[config.mk]
export PLATFORM = sky130hd
export DESIGN_NAME = pd_grasp_velocity_controller
export DESIGN_NICKNAME = d
export VERILOG_FILES = /design/src/hw/rtl/pdgv_pkg.sv /design/src/hw/rtl/pd_grasp_velocity_controller.sv
export SDC_FILE = /design/constraint.sdc
export NUM_CORES = 2
export LEC_CHECK = 0
export CAP_MARGIN = 20
export CORE_ASPECT_RATIO = 0.6
export CORE_MARGIN = 2
export CORE_UTILIZATION = 50
export CTS_CLUSTER_SIZE = 8
export DETAILED_ROUTE_END_ITERATION = 12
export DONT_BUFFER_PORTS = 1
export PLACE_DENSITY = 0.73
export RECOVER_POWER = 50
export REMOVE_ABC_BUFFERS = 1
export SYNTH_ARGS = -nofsm -noshare
export SYNTH_HDL_FRONTEND = slang
export SYNTH_SLANG_ARGS = --single-unit
[constraint.sdc]
create_clock -name clk -period 30.7 [get_ports clk]
set_input_delay 1.535 -clock clk [delete_from_list [all_inputs] [get_ports clk]]
set_output_delay 1.535 -clock clk [all_outputs]
set_load 0.1 [all_outputs]
[src/hw/rtl/pdgv_pkg.sv]
// ----------------------------------------------------------------------------
// pdgv_pkg
// Shared types and constants for the PD grasp velocity controller.
// ----------------------------------------------------------------------------
package pdgv_pkg;

    localparam int SAMPLE_BITS = 16;

    localparam logic [15:0] CONTACT_MASK = 16'((64'd1 << SAMPLE_BITS) - 64'd1);

    localparam logic [15:0]        RST_CONTACT_SETPOINT  = 16'd150;
    localparam logic [23:0]        RST_PROP_GAIN         = 24'd4294967;
    localparam logic [23:0]        RST_DERIV_GAIN        = 24'd429497;
    localparam logic [19:0]        RST_VELOCITY_LIMIT    = 20'd104858;
    localparam logic signed [15:0] RST_UPPER_JOINT_LIMIT = 16'sd7700;
    localparam logic signed [15:0] RST_LOWER_JOINT_LIMIT = 16'sd0;

    typedef enum logic [2:0] {
        CFG_CONTACT_SETPOINT  = 3'd0,
        CFG_PROP_GAIN         = 3'd1,
        CFG_DERIV_GAIN        = 3'd2,
        CFG_VELOCITY_LIMIT    = 3'd3,
        CFG_UPPER_JOINT_LIMIT = 3'd4,
        CFG_LOWER_JOINT_LIMIT = 3'd5
    } cfg_index_t;

    typedef enum logic [1:0] {
        FAULT_NONE    = 2'd0,
        FAULT_JOINT   = 2'd1,
        FAULT_CONTACT = 2'd2
    } fault_t;

    typedef struct packed {
        logic [15:0]        touch_area;
        logic               contact_fresh;
        logic signed [15:0] joint_position;
        logic               joint_fresh;
        logic               joint_match;
        logic               enable_update;
        logic               enable_value;
    } sample_t;

    typedef struct packed {
        logic signed [20:0] velocity;
        fault_t             fault;
        logic               limited;
    } vel_cmd_t;

endpackage

[src/hw/rtl/pd_grasp_velocity_controller.sv]
// ----------------------------------------------------------------------------
// pd_grasp_velocity_controller
// PD contact-area controller with velocity clamp, sample faults and joint limits.
// ----------------------------------------------------------------------------
// The sample stage registers an accepted sample, and the command register loads
// from it when the item advances; vel_cmd is driven from the command register.
// Throughput: one sample per cycle; the PD multiply and clamp take one stage, and
// a stalled command holds the sample stage and then the input.
// The held samples and the enable flag update at acceptance, the stored error
// when the item moves into the result register.
// Reset clears the held state and loads the register defaults.
// ----------------------------------------------------------------------------
module pd_grasp_velocity_controller (
    input  logic                      clk,
    input  logic                      rst_n,
    input  logic                      sample_valid,
    output logic                      sample_ready,
    input  pdgv_pkg::sample_t         sample,
    output logic                      vel_valid,
    input  logic                      vel_ready,
    output pdgv_pkg::vel_cmd_t        vel_cmd,
    input  logic                      cfg_valid,
    output logic                      cfg_ready,
    input  logic [2:0]                cfg_index,
    input  logic [23:0]               cfg_data
);

    logic [15:0]        contact_setpoint_reg;
    logic [23:0]        prop_gain_reg;
    logic [23:0]        deriv_gain_reg;
    logic [19:0]        velocity_limit_reg;
    logic signed [15:0] upper_joint_limit_reg;
    logic signed [15:0] lower_joint_limit_reg;

    logic signed [16:0] prev_err_reg;
    logic signed [16:0] prev_err_next;
    logic [15:0]        held_contact_reg;
    logic signed [15:0] held_joint_reg;
    logic               grasp_enable_reg;

    logic               stage_valid_reg;
    logic               contact_fresh_reg;
    logic               joint_fresh_reg;

    logic               res_valid_reg;
    pdgv_pkg::vel_cmd_t res_reg;
    pdgv_pkg::vel_cmd_t res_next;

    logic               advance;
    logic               accept;

    logic signed [16:0] err;
    logic signed [17:0] diff;
    logic signed [41:0] prop_term;
    logic signed [42:0] deriv_term;
    logic signed [43:0] acc;
    logic signed [31:0] pd;
    logic signed [31:0] vmax;
    logic signed [20:0] vel_pd;
    logic signed [20:0] vel_sel;
    logic signed [20:0] vel_fault;

    assign cfg_ready    = 1'b1;
    assign advance      = stage_valid_reg && (!res_valid_reg || vel_ready);
    assign sample_ready = !stage_valid_reg || advance;
    assign accept       = sample_valid && sample_ready;
    assign vel_valid    = res_valid_reg;
    assign vel_cmd      = res_reg;

    always_ff @(posedge clk or negedge rst_n)
    begin
        if (!rst_n)
        begin
            contact_setpoint_reg  <= pdgv_pkg::RST_CONTACT_SETPOINT;
            prop_gain_reg         <= pdgv_pkg::RST_PROP_GAIN;
            deriv_gain_reg        <= pdgv_pkg::RST_DERIV_GAIN;
            velocity_limit_reg    <= pdgv_pkg::RST_VELOCITY_LIMIT;
            upper_joint_limit_reg <= pdgv_pkg::RST_UPPER_JOINT_LIMIT;
            lower_joint_limit_reg <= pdgv_pkg::RST_LOWER_JOINT_LIMIT;
        end
        else if (cfg_valid)
        begin
            unique case (cfg_index)
                pdgv_pkg::CFG_CONTACT_SETPOINT:  contact_setpoint_reg  <= cfg_data[15:0];
                pdgv_pkg::CFG_PROP_GAIN:         prop_gain_reg         <= cfg_data;
                pdgv_pkg::CFG_DERIV_GAIN:        deriv_gain_reg        <= cfg_data;
                pdgv_pkg::CFG_VELOCITY_LIMIT:    velocity_limit_reg    <= cfg_data[19:0];
                pdgv_pkg::CFG_UPPER_JOINT_LIMIT: upper_joint_limit_reg <= $signed(cfg_data[15:0]);
                pdgv_pkg::CFG_LOWER_JOINT_LIMIT: lower_joint_limit_reg <= $signed(cfg_data[15:0]);
                default: ;
            endcase
        end
    end

    // Held samples and the enable flag take effect as the item is accepted.
    always_ff @(posedge clk or negedge rst_n)
    begin
        if (!rst_n)
        begin
            held_contact_reg  <= '0;
            held_joint_reg    <= '0;
            grasp_enable_reg  <= 1'b0;
            stage_valid_reg   <= 1'b0;
            contact_fresh_reg <= 1'b0;
            joint_fresh_reg   <= 1'b0;
        end
        else
        begin
            if (accept)
            begin
                if (sample.enable_update)
                begin
                    grasp_enable_reg <= sample.enable_value;
                end
                if (sample.contact_fresh)
                begin
                    held_contact_reg <= sample.touch_area & pdgv_pkg::CONTACT_MASK;
                end
                if (sample.joint_fresh && sample.joint_match)
                begin
                    held_joint_reg <= sample.joint_position;
                end
                contact_fresh_reg <= sample.contact_fresh;
                joint_fresh_reg   <= sample.joint_fresh;
                stage_valid_reg   <= 1'b1;
            end
            else if (advance)
            begin
                stage_valid_reg <= 1'b0;
            end
        end
    end

    always_comb
    begin
        err        = $signed({1'b0, contact_setpoint_reg}) - $signed({1'b0, held_contact_reg});
        diff       = $signed({err[16], err}) - $signed({prev_err_reg[16], prev_err_reg});
        prop_term  = $signed({18'b0, prop_gain_reg}) * $signed({{25{err[16]}}, err});
        deriv_term = $signed({19'b0, deriv_gain_reg}) * $signed({{25{diff[17]}}, diff});
        acc        = $signed({{2{prop_term[41]}}, prop_term})
                   + $signed({deriv_term[42], deriv_term});
        pd         = acc[43:12];
        vmax       = $signed({12'b0, velocity_limit_reg});

        if (pd > vmax)
        begin
            vel_pd = vmax[20:0];
        end
        else if (pd < -vmax)
        begin
            vel_pd = 21'(-vmax);
        end
        else
        begin
            vel_pd = pd[20:0];
        end

        if (grasp_enable_reg)
        begin
            vel_sel       = vel_pd;
            prev_err_next = err;
        end
        else
        begin
            vel_sel       = -$signed({1'b0, velocity_limit_reg});
            prev_err_next = prev_err_reg;
        end

        if (!joint_fresh_reg)
        begin
            vel_fault      = '0;
            res_next.fault = pdgv_pkg::FAULT_JOINT;
        end
        else if (!contact_fresh_reg)
        begin
            vel_fault      = '0;
            res_next.fault = pdgv_pkg::FAULT_CONTACT;
        end
        else
        begin
            vel_fault      = vel_sel;
            res_next.fault = pdgv_pkg::FAULT_NONE;
        end

        res_next.velocity = vel_fault;
        res_next.limited  = 1'b0;
        if (held_joint_reg >= upper_joint_limit_reg)
        begin
            if (vel_fault > 21'sd0)
            begin
                res_next.velocity = '0;
                res_next.limited  = 1'b1;
            end
        end
        else if (held_joint_reg <= lower_joint_limit_reg)
        begin
            if (vel_fault < 21'sd0)
            begin
                res_next.velocity = '0;
                res_next.limited  = 1'b1;
            end
        end
    end

    always_ff @(posedge clk or negedge rst_n)
    begin
        if (!rst_n)
        begin
            prev_err_reg  <= '0;
            res_valid_reg <= 1'b0;
        end
        else if (advance)
        begin
            prev_err_reg  <= prev_err_next;
            res_valid_reg <= 1'b1;
        end
        else if (vel_ready)
        begin
            res_valid_reg <= 1'b0;
        end
    end

    always_ff @(posedge clk)
    begin
        if (advance)
        begin
            res_reg <= res_next;
        end
    end

    // A fault or a limit hit always leaves a zero velocity.
    assert property (@(posedge clk) disable iff (!rst_n)
        res_valid_reg && (res_reg.fault != pdgv_pkg::FAULT_NONE) |-> res_reg.velocity == '0)
        else $error("faulted result with nonzero velocity");

    assert property (@(posedge clk) disable iff (!rst_n)
        res_valid_reg && res_reg.limited |-> res_reg.velocity == '0)
        else $error("limited result with nonzero velocity");

    // The stored error only moves while grasping is enabled.
    assert property (@(posedge clk) disable iff (!rst_n)
        !grasp_enable_reg |=> $stable(prev_err_reg))
        else $error("previous error changed while disabled");

    // A new result only appears after an item sat in the compute stage.
    assert property (@(posedge clk) disable iff (!rst_n)
        $rose(res_valid_reg) |-> $past(stage_valid_reg))
        else $error("result appeared without a staged item");

    assert property (@(posedge clk) disable iff (!rst_n)
        res_valid_reg |-> res_reg.fault <= pdgv_pkg::FAULT_CONTACT)
        else $error("undefined fault code");

endmodule
==> results.md <==
* Clock Latency Late Sink at 0.49 ns
* Vias in the first global route at about 32k
* #FFs+latches synth at 194
* FFs w/ async S/R, synth at 87.6%
* Area grow syn2layout at 4.48%
* Worst r2r src: contact_setpoint_reg[0]
* Setup TNS at 0 ns
* ANT nets after route at 0
* FILL cells at 7196
* Vias/cell at between 5 and 6
* Mapped Avg Cell Area at 9.15 um2
* Die width at 371 um
* Worst setup path startpoint: contact_setpoint_reg[0]
* Iter 0 DRT Violations at 2945
* Clock Root Buffer: clkbuf_16
* Largest net degree at the start of global routing at between 150 and 200
* Final net count at 5453
* Core Region at 79800 um2
* Post-CTS resize count at 0
* Clock sinks at about 190
* Min-delay worst type: reg2reg
* CP max stage delay at 0.83 ns
* Fin. max-slew vios at 21
* Num rows at 80
* First-pass GRT wire length at ~190000 um
* Worst setup EP type: register
* # hold bufs at CTS at 0
* CTS tree: yes
* Worst path slowest cell: a2111oi_2
* YS warnings at 0
* Fin area at roughly 42000 um2
* Initial antenna violation count at 3
* CP most frequent cell: fa_1
* Post-DR wirelength/cell at 21.6 um
* Post-Route Skew at 0.0300 ns
* Top cells by count, synth: inv_1 (967), fa_1 (765), nand2_1 (599)
* Number of H-tree levels at 4
* GP Congestion at roughly 1
* Post-Syn Area at 40400 um2
* Initial Utilization at 50.7%
* Fin crit period at 16.98 ns
* Setup Buffers After CTS at 0
* Fin. Hold Viols at 0
* Most common cell in the synthesized netlist: inv_1
* Rel. slew slack at -2.61%
* Dpl cell area at 41600 um2
* Slew of the pin with the lowest slew margin at 1.54 ns
* Total grt overflow at 0
* Drt total wl at 116000 um
* Die area at 83200 um2
* Top post-synthesis cells by area: fa_1 (38%), ha_1 (10%), inv_1 (9.0%)
* RSZ-0062 raised after global routing: no
* Status: complete, but fails checks
* Worst Path Arrival at 17.20 ns
* Max FO, Critical Path at 52
* DR DRC count at 0
* Hold Crit Start: stage_valid_reg
* Sequential area share after synthesis at 12.4%
* CTS Buf Count at 17
* Final critical-path share of the clock period at 55.3%
* DR pass1 iterations at 5
* Setup violators final at 0
* Share of the synthesized area in the top cell type at between 30% and 40%
* Area leader, netlist: fa_1
* Req. time, crit path at 30.92 ns
* Final HPWL DP at about 93000 um
* Port bufs at 0
* Maxcap violations at 1
* Final cell count without fillers at 5367
* Post-synth EDFFs at 24
* Die outline height at 224 um
* Distinct cells, synth at between 80 and 90
* Cell count after synthesis at 4416
* Vias at a little over 30k
* Share of post-route cells with drive strength above 1 at 7.87%
* GRT Overall Usage at between 20 and 30%
* CP Launch Type: register
* Clock buffer depth at 2
* Clock-pin slew on the worst setup and hold paths at 0.09 ns
* Achievable frequency at 58.9 MHz
* I/O pins at 96
* WS Path Type: reg2reg
* Placed insts at 5330
* Prevailing post-synth register cell: dfrtp_1
* Violated checks: max-capacitance violations, max-slew violations
cells by family after synthesis:
kind of cell	Yosys count	synth area share [%]
AND/OR/NAND/NOR	1315	15.9
buffers and inverters	1187	11.1
adder cells (fa/ha/maj)	1100	48.3
AO/OA/AOI/OAI	411	6.85
flip-flops	194	12.4
multiplexers	147	4.09
XOR/XNOR	61	1.32
other	1	0.00928
worst max-delay path, delay by kind of cell (launching register included):
family / cells / cell delay, ns
buf+inv: 9 / 0.97
xor+xnor: 1 / 0.36
flops: 1 / 0.36
compound gates: 26 / 6.32
fa+ha+maj: 13 / 5.68
simple gates: 10 / 3.01
layer usage:
layer  up-vias  routed length [um]  GRT usage (%)
met3       155               13900           7.54
met1     15700               51700           44.4
met2      1573               47500           41.2
met4         2                2570           6.46
met5         -                  13              0
li1      13300                   -              -
area by class of cell:
class                      count  area, um2  share of cell area (%)
sequential                   194       5020                    11.9
antenna                        4       10.0                  0.0237
clock buffer                  18        429                    1.02
timing repair buffer          69        503                    1.19
inverter                     967       3630                    8.60
multi-input combinational   3035      31100                    73.7
tap                         1066       1330                    3.16
clock inverter                14        180                   0.427
per-stage QoR:
stage | utilization (%) | hold WS (ns) | setup slack, ns
2_1_floorplan | - | 0.449 | 15.25
3_5_place_dp | 52.2 | 0.483 | 14.06
6_report | 52.9 | 0.494 | 13.72
4_1_cts | 52.9 | 0.494 | 14.01
5_1_grt | 52.9 | 0.524 | 12.97
3_3_place_gp | 52.2 | 0.460 | 14.15
worst paths after layout:
check,cells past startpoint,end,slack [ns]
setup / recovery,59,vel_cmd[0],13.72
hold / removal,1,vel_valid,0.49
setup reg to reg,59,vel_cmd[0],13.72
hold reg to reg,1,vel_valid,0.49
max in group asynchronous,0,prop_gain_reg[4],29.45
min in group asynchronous,0,deriv_gain_reg[20],0.73
placed cells by master (no fill, tap or decap), drive strengths merged, types with 34 or more instances in the layout:
master    n
inv     973
a21oi    84
and2    236
nor2    122
dfrtp   130
nand2   599
fa      765
buf      65
nand2b   52
o21ai   101
nor3     34
xnor2    46
mux2    142
dfstp    40
nand3    58
nor2b    59
ha      335
Power is not shown: default switching activity piles up to over one toggle a cycle in this logic, so the estimate is an artifact.
